**src/rtl/ltkm_pkg.sv**
```systemverilog
// ----------------------------------------------------------------------------
// ltkm_pkg
// Shared types and constants of the loser-tree k-way merge block.
// ----------------------------------------------------------------------------
package ltkm_pkg;

  // default sizing
  localparam int unsigned DEF_MAX_WAYS = 16;
  localparam int unsigned DEF_KEY_BITS = 64;

  // fixed port widths
  localparam int unsigned KEY_W = 64;
  localparam int unsigned WAY_W = 4;
  localparam int unsigned CFG_W = 5;

  // num_ways after reset
  localparam logic [CFG_W-1:0] CFG_RESET = CFG_W'(16);

  // controller states
  typedef enum logic [1:0] {
    ST_IDLE = 2'd0,
    ST_LEAF = 2'd1,
    ST_CMP  = 2'd2,
    ST_EMIT = 2'd3
  } ltkm_state_e;

  // order class of a leaf: minus infinity, ordinary key, plus infinity
  typedef enum logic [1:0] {
    CLS_SENT = 2'd0,
    CLS_KEY  = 2'd1,
    CLS_EXH  = 2'd2
  } ltkm_cls_e;

  // controller to datapath
  typedef struct packed {
    logic start;     // item accepted and it replays a path
    logic leaf_rd;   // node word is in, fetch the leaf it names
    logic cmp;       // leaf word is in, play the match at this node
    logic out_load;  // move the winner into the output register
  } ltkm_cmd_t;

  // datapath to controller
  typedef struct packed {
    logic head_ok;      // head load way is below the active way count
    logic way_zero;     // head load is for way 0
    logic winner_real;  // current winner is a real way, not the sentinel
    logic last_level;   // match being played is at the root
    logic out_free;     // output register can take a result this cycle
  } ltkm_sts_t;

endpackage

```
**src/rtl/ltkm_ctrl.sv**
```systemverilog
// ----------------------------------------------------------------------------
// ltkm_ctrl
// Sequencer of the merge: accepts items, walks the replay one level at a
// time and hands the winner to the output register.
// ----------------------------------------------------------------------------
module ltkm_ctrl (
  input  logic               clk_i,
  input  logic               rst_ni,
  input  logic               in_valid_i,
  output logic               in_ready_o,
  input  logic               kind_i,
  input  ltkm_pkg::ltkm_sts_t sts_i,
  output ltkm_pkg::ltkm_cmd_t cmd_o
);
  import ltkm_pkg::*;

  ltkm_state_e state_q, state_d;
  logic        emit_q, emit_d;

  // state register
  always_ff @(posedge clk_i or negedge rst_ni) begin
    if (!rst_ni) begin
      state_q <= ST_IDLE;
      emit_q  <= 1'b0;
    end else begin
      state_q <= state_d;
      emit_q  <= emit_d;
    end
  end

  // next state and commands
  always_comb begin
    state_d    = state_q;
    emit_d     = emit_q;
    in_ready_o = 1'b0;
    cmd_o      = '0;
    unique case (state_q)
      ST_IDLE: begin
        in_ready_o = 1'b1;
        // head loads beyond the way count and refills with no winner are dropped
        if (in_valid_i && (kind_i ? sts_i.winner_real : sts_i.head_ok)) begin
          cmd_o.start = 1'b1;
          emit_d      = kind_i | sts_i.way_zero;
          state_d     = ST_LEAF;
        end
      end
      ST_LEAF: begin
        cmd_o.leaf_rd = 1'b1;
        state_d       = ST_CMP;
      end
      ST_CMP: begin
        cmd_o.cmp = 1'b1;
        state_d   = sts_i.last_level ? ST_EMIT : ST_LEAF;
      end
      ST_EMIT: begin
        if (emit_q && sts_i.winner_real) begin
          if (sts_i.out_free) begin
            cmd_o.out_load = 1'b1;
            state_d        = ST_IDLE;
          end
        end else begin
          state_d = ST_IDLE;
        end
      end
      default: state_d = ST_IDLE;
    endcase
  end

endmodule

```
**src/rtl/ltkm_dpath.sv**
```systemverilog
// ----------------------------------------------------------------------------
// ltkm_dpath
// Datapath of the merge: leaf and loser-node stores, the path walker with
// its running winner, the match comparator and the output register.
// ----------------------------------------------------------------------------
module ltkm_dpath #(
  parameter int unsigned MAX_WAYS = ltkm_pkg::DEF_MAX_WAYS,
  parameter int unsigned KEY_BITS = ltkm_pkg::DEF_KEY_BITS
) (
  input  logic                        clk_i,
  input  logic                        rst_ni,
  // configuration
  input  logic                        cfg_we_i,
  input  logic [ltkm_pkg::CFG_W-1:0]  cfg_wdata_i,
  // input payload
  input  logic                        kind_i,
  input  logic [ltkm_pkg::WAY_W-1:0]  way_i,
  input  logic signed [ltkm_pkg::KEY_W-1:0] key_in_i,
  input  logic                        exhausted_i,
  // output channel
  output logic                        out_valid_o,
  input  logic                        out_ready_i,
  output logic signed [ltkm_pkg::KEY_W-1:0] key_out_o,
  output logic [ltkm_pkg::WAY_W-1:0]  winner_way_o,
  output logic                        done_res_o,
  // control
  input  ltkm_pkg::ltkm_cmd_t         cmd_i,
  output ltkm_pkg::ltkm_sts_t         sts_o
);
  import ltkm_pkg::*;

  localparam int unsigned AW = $clog2(MAX_WAYS);       // leaf and node address
  localparam int unsigned IW = $clog2(MAX_WAYS + 1);   // way index with sentinel
  localparam int unsigned SW = IW + 1;                 // path start sum
  localparam logic [IW-1:0] SENT = IW'(MAX_WAYS);

  // configuration register
  logic [CFG_W-1:0] num_ways_q;

  always_ff @(posedge clk_i or negedge rst_ni) begin
    if (!rst_ni) begin
      num_ways_q <= CFG_RESET;
    end else if (cfg_we_i) begin
      num_ways_q <= cfg_wdata_i;
    end
  end

  // active way count, clamped to [2, MAX_WAYS]
  logic [IW-1:0] n_ways;

  always_comb begin
    if (num_ways_q < CFG_W'(2)) begin
      n_ways = IW'(2);
    end else if (32'(num_ways_q) > 32'(MAX_WAYS)) begin
      n_ways = SENT;
    end else begin
      n_ways = IW'(num_ways_q);
    end
  end

  // path start
  logic [IW-1:0] s_q;          // running winner, holds the winner index at rest
  logic [IW-1:0] s_start;
  logic [SW-1:0] start_sum;
  logic [AW-1:0] t_q, t_d;     // node being played
  logic          first_head;

  assign s_start    = kind_i ? s_q : IW'(way_i);
  assign start_sum  = SW'(n_ways) + SW'(s_start);
  assign first_head = !kind_i && (32'(way_i) == 32'(n_ways) - 32'd1);

  // walker state
  logic signed [KEY_BITS-1:0] s_key_q;
  logic [IW-1:0]              other_q, other_d;
  logic [MAX_WAYS-1:0]        node_vld_q;
  logic [MAX_WAYS-1:0]        exh_q;

  // leaf key store
  logic signed [KEY_BITS-1:0] leaf_mem [MAX_WAYS];
  logic signed [KEY_BITS-1:0] leaf_rdata_q;

  // loser node store
  logic [IW-1:0] node_mem [MAX_WAYS];
  logic [IW-1:0] node_rdata_q;

  // next node address: start of path, one level up, or hold
  always_comb begin
    t_d = t_q;
    if (cmd_i.start) begin
      t_d = AW'(start_sum >> 1);
    end else if (cmd_i.cmp) begin
      t_d = t_q >> 1;
    end
  end

  // loser read from the node store; cleared or out-of-range entries act as sentinel
  always_comb begin
    if (!node_vld_q[t_q] || (node_rdata_q > SENT)) begin
      other_d = SENT;
    end else begin
      other_d = node_rdata_q;
    end
  end

  // match: running winner against the stored loser
  ltkm_cls_e cls_s, cls_o;
  logic      s_greater;

  always_comb begin
    cls_s = (s_q == SENT) ? CLS_SENT : (exh_q[s_q[AW-1:0]] ? CLS_EXH : CLS_KEY);
    cls_o = (other_q == SENT) ? CLS_SENT : (exh_q[other_q[AW-1:0]] ? CLS_EXH : CLS_KEY);
    if (cls_s != cls_o) begin
      s_greater = (cls_s > cls_o);
    end else begin
      s_greater = (cls_s == CLS_KEY) && (s_key_q > leaf_rdata_q);
    end
  end

  // memories: written and read on the clock, reads every cycle
  always_ff @(posedge clk_i) begin
    if (cmd_i.start) begin
      leaf_mem[s_start[AW-1:0]] <= key_in_i[KEY_BITS-1:0];
    end
    if (cmd_i.cmp && s_greater) begin
      node_mem[t_q] <= s_q;
    end
    leaf_rdata_q <= leaf_mem[other_d[AW-1:0]];
    node_rdata_q <= node_mem[t_d];
  end

  // walker control registers
  always_ff @(posedge clk_i or negedge rst_ni) begin
    if (!rst_ni) begin
      s_q        <= '0;
      t_q        <= '0;
      node_vld_q <= '0;
      exh_q      <= '0;
    end else begin
      t_q <= t_d;
      if (cmd_i.start) begin
        s_q                    <= s_start;
        exh_q[s_start[AW-1:0]] <= exhausted_i;
        if (first_head) begin
          node_vld_q <= '0;
        end
      end else if (cmd_i.cmp && s_greater) begin
        s_q             <= other_q;
        node_vld_q[t_q] <= 1'b1;
      end
    end
  end

  // walker payload registers
  always_ff @(posedge clk_i) begin
    if (cmd_i.start) begin
      s_key_q <= key_in_i[KEY_BITS-1:0];
    end else if (cmd_i.cmp && s_greater) begin
      s_key_q <= leaf_rdata_q;
    end
    if (cmd_i.leaf_rd) begin
      other_q <= other_d;
    end
  end

  // output register
  logic                     out_valid_q;
  logic signed [KEY_W-1:0]  out_key_q;
  logic [WAY_W-1:0]         out_way_q;
  logic                     out_done_q;
  logic                     win_exh;

  assign win_exh = exh_q[s_q[AW-1:0]];

  always_ff @(posedge clk_i or negedge rst_ni) begin
    if (!rst_ni) begin
      out_valid_q <= 1'b0;
    end else if (cmd_i.out_load) begin
      out_valid_q <= 1'b1;
    end else if (out_ready_i) begin
      out_valid_q <= 1'b0;
    end
  end

  always_ff @(posedge clk_i) begin
    if (cmd_i.out_load) begin
      out_key_q  <= win_exh ? '0 : KEY_W'(s_key_q);
      out_way_q  <= WAY_W'(s_q);
      out_done_q <= win_exh;
    end
  end

  assign out_valid_o  = out_valid_q;
  assign key_out_o    = out_key_q;
  assign winner_way_o = out_way_q;
  assign done_res_o   = out_done_q;

  // status
  always_comb begin
    sts_o.head_ok     = (32'(way_i) < 32'(n_ways));
    sts_o.way_zero    = (way_i == '0);
    sts_o.winner_real = (s_q != SENT);
    sts_o.last_level  = (t_q == AW'(1));
    sts_o.out_free    = !out_valid_q || out_ready_i;
  end

endmodule

```
**src/rtl/loser_tree_kway_merge.sv**
```systemverilog
// Sequence: an item is accepted, then each tree level on the replayed path does a
//   node read, then a leaf read and the match; last the winner is loaded into the
//   output register if the item emits one. With 16 ways the path has 4 levels.
// Input: a new item is taken only in idle, after the previous replay and its output
//   load, which waits while the output register is full; dropped items stay in idle.
// Reset: asynchronous active low; clears loser nodes to the sentinel, exhausted
//   flags, the winner index (way 0), the output valid and sets num_ways to 16.
// ----------------------------------------------------------------------------
// loser_tree_kway_merge
// K-way ascending merge built on a loser tree with a sequencer and datapath.
// ----------------------------------------------------------------------------
module loser_tree_kway_merge #(
  parameter int unsigned MAX_WAYS = ltkm_pkg::DEF_MAX_WAYS,
  parameter int unsigned KEY_BITS = ltkm_pkg::DEF_KEY_BITS
) (
  input  logic                              clk_i,
  input  logic                              rst_ni,
  // configuration
  input  logic                              cfg_we_i,
  input  logic [ltkm_pkg::CFG_W-1:0]        cfg_wdata_i,
  // input channel
  input  logic                              in_valid_i,
  output logic                              in_ready_o,
  input  logic                              kind_i,
  input  logic [ltkm_pkg::WAY_W-1:0]        way_i,
  input  logic signed [ltkm_pkg::KEY_W-1:0] key_in_i,
  input  logic                              exhausted_i,
  // output channel
  output logic                              out_valid_o,
  input  logic                              out_ready_i,
  output logic signed [ltkm_pkg::KEY_W-1:0] key_out_o,
  output logic [ltkm_pkg::WAY_W-1:0]        winner_way_o,
  output logic                              done_res_o
);
  import ltkm_pkg::*;

  ltkm_cmd_t cmd;
  ltkm_sts_t sts;

  // sequencer
  ltkm_ctrl u_ctrl (
    .clk_i      (clk_i),
    .rst_ni     (rst_ni),
    .in_valid_i (in_valid_i),
    .in_ready_o (in_ready_o),
    .kind_i     (kind_i),
    .sts_i      (sts),
    .cmd_o      (cmd)
  );

  // stores, comparator and output register
  ltkm_dpath #(
    .MAX_WAYS (MAX_WAYS),
    .KEY_BITS (KEY_BITS)
  ) u_dpath (
    .clk_i        (clk_i),
    .rst_ni       (rst_ni),
    .cfg_we_i     (cfg_we_i),
    .cfg_wdata_i  (cfg_wdata_i),
    .kind_i       (kind_i),
    .way_i        (way_i),
    .key_in_i     (key_in_i),
    .exhausted_i  (exhausted_i),
    .out_valid_o  (out_valid_o),
    .out_ready_i  (out_ready_i),
    .key_out_o    (key_out_o),
    .winner_way_o (winner_way_o),
    .done_res_o   (done_res_o),
    .cmd_i        (cmd),
    .sts_o        (sts)
  );

endmodule

```
**config.mk**
```make
export PLATFORM = sky130hd
export DESIGN_NAME = loser_tree_kway_merge
export DESIGN_NICKNAME = d
export VERILOG_FILES = /design/src/rtl/ltkm_pkg.sv /design/src/rtl/ltkm_ctrl.sv /design/src/rtl/ltkm_dpath.sv /design/src/rtl/loser_tree_kway_merge.sv
export SDC_FILE = /design/constraint.sdc
export NUM_CORES = 2
export LEC_CHECK = 0
export BUFFER_PORTS_ARGS = -buffer_cell sky130_fd_sc_hd__buf_2
export CAP_MARGIN = 20
export CORE_MARGIN = 5
export CORE_UTILIZATION = 60
export CTS_CLUSTER_SIZE = 20
export DETAILED_ROUTE_END_ITERATION = 6
export PLACE_DENSITY = 0.83
export REMOVE_ABC_BUFFERS = 1
export SYNTH_ARGS = -nofsm -noshare
export SYNTH_HDL_FRONTEND = slang
export SYNTH_SLANG_ARGS = --single-unit
export TNS_END_PERCENT = 100
```
**constraint.sdc**
```tcl
create_clock -name clk_i -period 6.2 [get_ports clk_i]
set_input_delay 1.55 -clock clk_i [delete_from_list [all_inputs] [get_ports clk_i]]
set_output_delay 1.55 -clock clk_i [all_outputs]
set_load 0.005 [all_outputs]
```
=== Word-level counts from Yosys, hierarchy flattened ===
Memories as Yosys holds them, arrays and structs flattened. A register that Yosys moved wholly into a read port is not among the register bits.
Cells that the tools add are included.
Widths: inputs -> output; s select.

* Register bits after elaboration: 188
* Memory bits (writable): 1,104
* Memories: 2

* Add/sub/neg operators: 2
* Order comparisons: 12
* Equal/unequal tests: 13
* Muxes and demuxes: 49
* Bitwise gates (word level): 2
* Reduce and logical (&&, ||, !) cells: 19

{| class="wikitable"
|+ Memory list
! name !! words !! bits a word !! rd ports !! clocked after Yosys merged registers in !! write ports !! RTL line !! RTL
|-
| u_dpath.leaf_mem || 16 || 64 || 1 || 1 || 1 || ltkm_dpath.sv:79 || <nowiki>logic signed [KEY_BITS-1:0] leaf_mem [MAX_WAYS];</nowiki>
|-
| u_dpath.node_mem || 16 || 5 || 1 || 1 || 1 || ltkm_dpath.sv:83 || <nowiki>logic [IW-1:0] node_mem [MAX_WAYS];</nowiki>
|}

{| class="wikitable"
|+ Operators by type and width
! operator !! count
|-
| $mux 64 || 2
|-
| $gt 64x64->1 || 1
|-
| $mux 16 || 3
|-
| $eq 4x32->1 || 1
|-
| $mux 5 || 5
|-
| $mux 1 || 21
|-
| $lt 4x5->1 const B || 4
|-
| $bwmux 16 || 1
|-
| $mux 2 || 8
|-
| $or 16x16->16 || 1
|-
| $bmux 1 s4 || 3
|-
| $mux 4 || 3
|-
| $eq 5x5->1 const B || 2
|-
| $gt 5x5->1 const B || 2
|-
| $demux 1 s4 || 2
|-
| $ge 4x1->1 const B || 2
|-
| $pmux 2 s4 || 1
|-
| $logic_and 1x1->1 || 7
|-
| $reduce_and 2->1 || 3
|-
| $sub 5x1->6 const B || 1
|-
| $add 5x5->5 || 1
|-
| $lt 4x5->1 || 1
|-
| $lt 5x2->1 const B || 1
|-
| $ne 5x5->1 const B || 1
|-
| other kinds (13) || 20
|}

=== Logic depth before layout (Yosys ltp) ===
* Depth after elaboration: 10
* Depth in mapped cells: 16

=== Hierarchy ===
A second synthesis with hierarchy kept.

* Cells, all modules: 3,498
* Area total of the unflattened synthesis: 54,672.4 um^2

{| class="wikitable"
|+ Modules (own cells, without submodules)
! module !! instances !! cells each !! area each (um^2) !! seq. area each (um^2)
|-
| ltkm_dpath || 1 || 3,478 || 54,489.8 || 39,854.5
|-
| ltkm_ctrl || 1 || 20 || 182.7 || 75.1
|}

=== Worst setup path after synthesis ===
No wires, ideal clock.

* Kind: input -> register
* From: input port way_i[1] in the netlist's numbering
* To: register u_dpath.exh_q[3]
* Library setup time: 128 ps
* Data arrival time: 6,274 ps
* Path slack: -202 ps
* Stages: 9
* Buffers on the path: 1
* Cell sequence: ha_1 > nor2b_1 > o21ai_1 > a2111oi_2 > a211oi_4 > clkbuf_1 > nand3_1 > nor2_1 > mux2_2

* Longest elaborated chain between the ends: 6
* Elaborated cells on any way between the ends: 12
* Those cells by class: 3 x order compare; 7 x mux; 2 x reduce/logical

{| class="wikitable"
|+ Ends and longest elaborated chain
! item !! RTL line !! RTL
|-
| from (decl) || loser_tree_kway_merge.sv:25 || <nowiki>input logic [ltkm_pkg::WAY_W-1:0] way_i,</nowiki>
|-
| $mux 5 || ltkm_dpath.sv:68 || <nowiki>assign s_start = kind_i ? s_q : IW'(way_i);</nowiki>
|-
| $lt 4x5->1 (not written as such) / $ge 4x1->1 (equally long branches) || ltkm_dpath.sv:142 || <nowiki>exh_q[s_start[AW-1:0]] <= exhausted_i;</nowiki>
|-
| $logic_and 1x1->1 (not written as such) || ltkm_dpath.sv:142 ||
|-
| $mux 1 (not written as such) || ltkm_dpath.sv:142 ||
|-
| $demux 1 s4 || -- ||
|-
| $bwmux 16 || ltkm_dpath.sv:142 ||
|-
| to (signal, indexed assignment) || ltkm_dpath.sv:142 ||
|-
| to (decl) || ltkm_dpath.sv:76 || <nowiki>logic [MAX_WAYS-1:0] exh_q;</nowiki>
|}

Parallel ways exist; a longest one is shown, timed or not.
A chain may end at the register's enable or synchronous reset.

=== Worst setup path in the final report ===
* From: register u_dpath.s_q[0]
* To: memory u_dpath.node_mem[11][0] in the netlist's numbering, enable pin

* Longest elaborated chain between the ends: 10
* Elaborated cells on any way between the ends: 13
* Those cells by class: 1 x order compare; 3 x eq/ne; 7 x mux; 2 x reduce/logical

{| class="wikitable"
|+ Ends and longest elaborated chain
! item !! RTL line !! RTL
|-
| from (decl) || ltkm_dpath.sv:62 || <nowiki>logic [IW-1:0] s_q;</nowiki>
|-
| from (signal assigned) || ltkm_dpath.sv:141 || <nowiki>s_q <= s_start;</nowiki>
|-
| from (signal assigned) || ltkm_dpath.sv:147 || <nowiki>s_q <= other_q;</nowiki>
|-
| $bmux 1 s4 || ltkm_dpath.sv:110 || <nowiki>cls_s = (s_q == SENT) ? CLS_SENT : (exh_q[s_q[AW-1:0]] ? CLS_EXH : CLS_KEY);</nowiki>
|-
| $mux 1 (not written as such) || ltkm_dpath.sv:110 ||
|-
| $mux 2 || ltkm_dpath.sv:110 ||
|-
| $mux 2 * || ltkm_dpath.sv:110 ||
|-
| $eq 2x1->1 || ltkm_dpath.sv:115 || <nowiki>s_greater = (cls_s == CLS_KEY) && (s_key_q > leaf_rdata_q);</nowiki>
|-
| $logic_and 1x1->1 || ltkm_dpath.sv:115 ||
|-
| $mux 1 * || ltkm_dpath.sv:112 || <nowiki>if (cls_s != cls_o) begin</nowiki>
|-
| $logic_and 1x1->1 * || ltkm_dpath.sv:124 || <nowiki>if (cmd_i.cmp && s_greater) begin</nowiki>
|-
| $mux 1 * || ltkm_dpath.sv:124 ||
|-
| $mux 1 (not written as such) * || ltkm_dpath.sv:125 || <nowiki>node_mem[t_q] <= s_q;</nowiki>
|-
| to (decl) || ltkm_dpath.sv:83 ||
|}

Every way passes the cells marked *; elsewhere a longest branch is shown, timed or not. The select of a mux whose other input is x is not followed.

==> metrics.log <==
INFO  metric clock_sink_count = ~1400
INFO  metric critical_path_peak_fanout = 67
INFO  metric core_area = 0.0914 sq mm
INFO  metric grt_max_degree = 177
INFO  metric area_share_of_the_leading_cell_type_in_the_synthesized_netlist = 67.6%
INFO  metric worst-endpoint-required = approximately 6.6 ns
INFO  metric drtIter0Drc = 5180
INFO  metric final_setup_violating_endpoints = 0
INFO  metric track_usage = 29.1%
INFO  metric synth_seq_area_share = 72.4%
INFO  metric synthArstFlopShare = under 10%
INFO  metric synth_enable_flop_cells = around 1200
INFO  metric post-place-ws = between 1 and 1.5 ns
INFO  metric status = finished, final reports clean
INFO  metric share_of_the_clock_period_used_by_the_worst_path_after_layout = between 80% and 90%
INFO  metric number_of_cts_inserted_buffers = between 100 and 150
INFO  metric place_hpwl = 80900 um
INFO  metric post-route-min-period = roughly 5.0 ns
INFO  metric hp-class = flop to flop
INFO  metric power.density_cell_area = ~500 mW/mm^2
INFO  metric synth_flop_cell = sky130_fd_sc_hd__edfxtp_1
INFO  metric gp_congestion = 0.895
INFO  metric postCtsSetupRepairBufs = 0
INFO  metric setup_repair_after_global_routing_missed_its_margin = no
INFO  metric syn-cell-area = 0.0551 sq mm
INFO  metric clk-insertion-delay-late = ~0.76 ns
INFO  metric dr.pass1.iters = 6
INFO  metric die_height = around 310 um
INFO  metric die-width = ~310 um
INFO  metric cts-root-buf = sky130_fd_sc_hd__clkbuf_16
INFO  metric yosysTopAreaCell = sky130_fd_sc_hd__edfxtp_1
INFO  metric grt_pass1_vias = about 34000
INFO  metric final_net_count = 4009
INFO  metric quantity_of_gates_resized_following_cts = 0
INFO  metric postPlaceCellArea = between 0.05 and 0.06 sq mm
INFO  metric post-route-drc-count = 0
INFO  metric worst_margin_slew = approximately 1.2 ns
INFO  metric antenna_found_initial = 7
INFO  metric critical_path.startpoint_type = flop
INFO  metric max-vdd-ir-drop = ~420 uV
INFO  metric clock.fmax = 201 MHz
INFO  metric ant_nets = 0
INFO  metric cts_max_level = 4
INFO  metric routed_wire_length_per_instance = 28.1 um
INFO  metric cts_max_path_buffers = 3
INFO  metric cap_viol_max_count = 0
INFO  metric post-route-worst-setup-slack = ~1.2 ns
INFO  metric cts_hold_buf = 0
INFO  metric syn_avg_cell_area = ~15 sq um
INFO  metric rows = about 110
INFO  metric yosys_warnings = 0
INFO  metric cts_tree = yes
INFO  metric capturing_element_type_of_the_critical_path = flop
INFO  metric yosys_register_bits = about 1400
INFO  metric start_util = ~60%
INFO  metric critPathArrivalTime = 5.34 ns
INFO  metric port-buffer-count = 150
INFO  metric post-synth-top-count-cell = sky130_fd_sc_hd__edfxtp_1
INFO  metric finalHoldViolCount = 0
INFO  metric wirelength = approximately 140000 um
INFO  metric grt-ovfl-total = 0
INFO  metric criticalPathCategory = flop to flop
INFO  metric route.vias.total = about 34000
INFO  metric grt_pass1_wl = around 210000 um
INFO  metric cts.clk_slew.worst_paths = ~0.06 ns
INFO  metric floorplan.die_area = between 0.09 and 0.1 sq mm
INFO  metric synth_cell_type_count = 64
INFO  metric finClkSkew = 0.0465 ns
INFO  metric synth_area_leaders = sky130_fd_sc_hd__edfxtp_1, sky130_fd_sc_hd__mux4_2, sky130_fd_sc_hd__a21oi_1, sky130_fd_sc_hd__mux2i_1, sky130_fd_sc_hd__nor2_1
INFO  metric postSynthCellCount = 3724
INFO  metric finalMaxSlewViolations = 0
INFO  metric max_slew_headroom_at_the_worst_pin = between 10% and 20%
INFO  metric io_pins = between 150 and 200
INFO  metric netlist_top_cells_count = sky130_fd_sc_hd__edfxtp_1, sky130_fd_sc_hd__a21oi_1, sky130_fd_sc_hd__nor2_1
INFO  metric post-route-cell-area = around 0.06 sq mm
INFO  metric power.static_leakage = 21.7 nW
INFO  metric area_overhead_of_the_layout_relative_to_synthesis = 11.7%
INFO  metric fraction_of_final_layout_cells_sized_beyond_drive_strength_1 = 16.6%
INFO  metric vias_per_cell = roughly 6.7
-- worst max-delay path, stage by stage (launching register included) --
cell                       delay, ns
sky130_fd_sc_hd__dfrtp_1        0.50
sky130_fd_sc_hd__mux4_2         0.54
sky130_fd_sc_hd__mux4_4         1.07
sky130_fd_sc_hd__nor2_2         0.30
sky130_fd_sc_hd__inv_1          0.07
sky130_fd_sc_hd__ha_1           0.30
sky130_fd_sc_hd__nand2b_1       0.13
sky130_fd_sc_hd__a21oi_1        0.09
sky130_fd_sc_hd__nor4_1         0.30
sky130_fd_sc_hd__a22o_1         0.33
sky130_fd_sc_hd__nor2_1         0.23
sky130_fd_sc_hd__nor3_1         0.73
-- through the flow --
step / utilization [%] / cells / total power (W) / hold WS (ns) / setup TNS [ns]
floorplan: - / 3494 / 0.0186 / 0.461 / -3050.75
global placement: 62.7 / 4905 / 0.0224 / 0.469 / 0
detailed placement: 62.7 / 4906 / 0.0227 / 0.478 / 0
CTS: 67.4 / 5149 / 0.0308 / 0.491 / 0
global route: 67.4 / 5150 / 0.0322 / 0.501 / 0
finish: 67.4 / 5152 / 0.0310 / 0.488 / 0
-- worst paths after layout --
kind	start	end	slack [ns]	cells past startpoint
max in group asynchronous	rst_ni	u_dpath.t_q[2]$_DFF_PN0_	4.77	2
hold / removal	u_dpath.node_vld_q[11]$_DFFE_PN0P_	u_dpath.node_vld_q[11]$_DFFE_PN0P_	0.49	1
hold reg to reg	u_dpath.node_vld_q[11]$_DFFE_PN0P_	u_dpath.node_vld_q[11]$_DFFE_PN0P_	0.49	1
setup reg to reg	u_dpath.s_q[0]$_DFFE_PN0P_	u_dpath.node_mem[11][0]$_DFFE_PP_	1.22	11
setup / recovery	u_dpath.s_q[0]$_DFFE_PN0P_	u_dpath.node_mem[11][0]$_DFFE_PP_	1.22	11
min in group asynchronous	rst_ni	u_dpath.out_valid_o$_DFFE_PN0P_	0.93	2
-- cell families (layout without fill, tap and decap cells) --
logic type / count (synthesis) / after routing / share of synthesized area, %
buffers and inverters: 318 / 557 / 2.44
other: 0 / 3 / 0
DFF: 1361 / 1361 / 72.4
AOI/OAI and AO/OA: 811 / 811 / 8.17
xor gates and xnor gates: 7 / 7 / 0.111
muxes: 334 / 334 / 8.51
adders and majority gates: 75 / 75 / 1.72
and+or+nand+nor: 818 / 818 / 6.63
-- cells in the final DEF, fill, tap and decap left out, types with 6 or more instances in the layout --
cell type and n:
sky130_fd_sc_hd__edfxtp_1 1242, sky130_fd_sc_hd__a21oi_1 405, sky130_fd_sc_hd__nor2_1 378, sky130_fd_sc_hd__o21ai_0 236, sky130_fd_sc_hd__nand2_1 152, sky130_fd_sc_hd__buf_2 150
sky130_fd_sc_hd__mux2i_1 146, sky130_fd_sc_hd__clkbuf_16 133, sky130_fd_sc_hd__mux4_2 98, sky130_fd_sc_hd__mux2_2 87, sky130_fd_sc_hd__inv_1 85, sky130_fd_sc_hd__ha_1 74
sky130_fd_sc_hd__nor2b_1 72, sky130_fd_sc_hd__nand3_1 72, sky130_fd_sc_hd__dfxtp_1 65, sky130_fd_sc_hd__and3_1 60, sky130_fd_sc_hd__buf_4 60, sky130_fd_sc_hd__o221ai_1 52
sky130_fd_sc_hd__o21ai_1 51, sky130_fd_sc_hd__dfrtp_1 49, sky130_fd_sc_hd__clkinv_2 34, sky130_fd_sc_hd__clkbuf_1 27, sky130_fd_sc_hd__nor3_1 16, sky130_fd_sc_hd__nor2_4 16
sky130_fd_sc_hd__nand4_1 16, sky130_fd_sc_hd__a32o_1 16, sky130_fd_sc_hd__buf_12 15, sky130_fd_sc_hd__clkinv_1 13, sky130_fd_sc_hd__a22oi_1 12, sky130_fd_sc_hd__nor4_1 9
sky130_fd_sc_hd__nand2b_1 9, sky130_fd_sc_hd__bufinv_16 9, sky130_fd_sc_hd__inv_6 8, sky130_fd_sc_hd__clkbuf_8 7, sky130_fd_sc_hd__a21o_1 6
-- flip-flops by register name (all words and copies together), names as in the netlist, 16 cells and up --
signal,cells
u_dpath.exh_q,16
u_dpath.node_mem,80
u_dpath.leaf_rdata_q,64
u_dpath.s_key_q,64
u_dpath.node_vld_q,16
u_dpath.leaf_mem,1024
u_dpath.key_out_o,64
-- per-layer routing --
| metal | wire [um] | share of wire (%) | vias to the layer above | GRT usage [%] |
|---|---|---|---|---|
| li1 | - | - | 14400 | - |
| met5 | 26 | 0.018 | - | 0 |
| met3 | 15700 | 11 | 490 | 5.80 |
| met4 | 7490 | 5.2 | 4 | 14.0 |
| met2 | 70900 | 49 | 2655 | 47.6 |
| met1 | 50600 | 35 | 16900 | 37.8 |
-- area by class of cell --
class / count / area [sq um]
Antenna cell: 3 / 7.51
Clock buffer: 167 / 3530
Clock inverter: 76 / 752
Fill cell: 5712 / 29800
Inverter: 88 / 330
Multi-Input combinational cell: 2045 / 14000
Sequential cell: 1361 / 39900
Tap cell: 1186 / 1480
Timing Repair Buffer: 226 / 1510
-- report_power, final --
part,internal (W),leakage [nW],switching (W),total (W)
clock network,0.00447,2.11,0.00349,0.00796
registers,0.0115,12.4,0.000664,0.0121
logic,0.00354,7.14,0.00732,0.0109
Note: power is estimated with default switching activity, not from simulation.
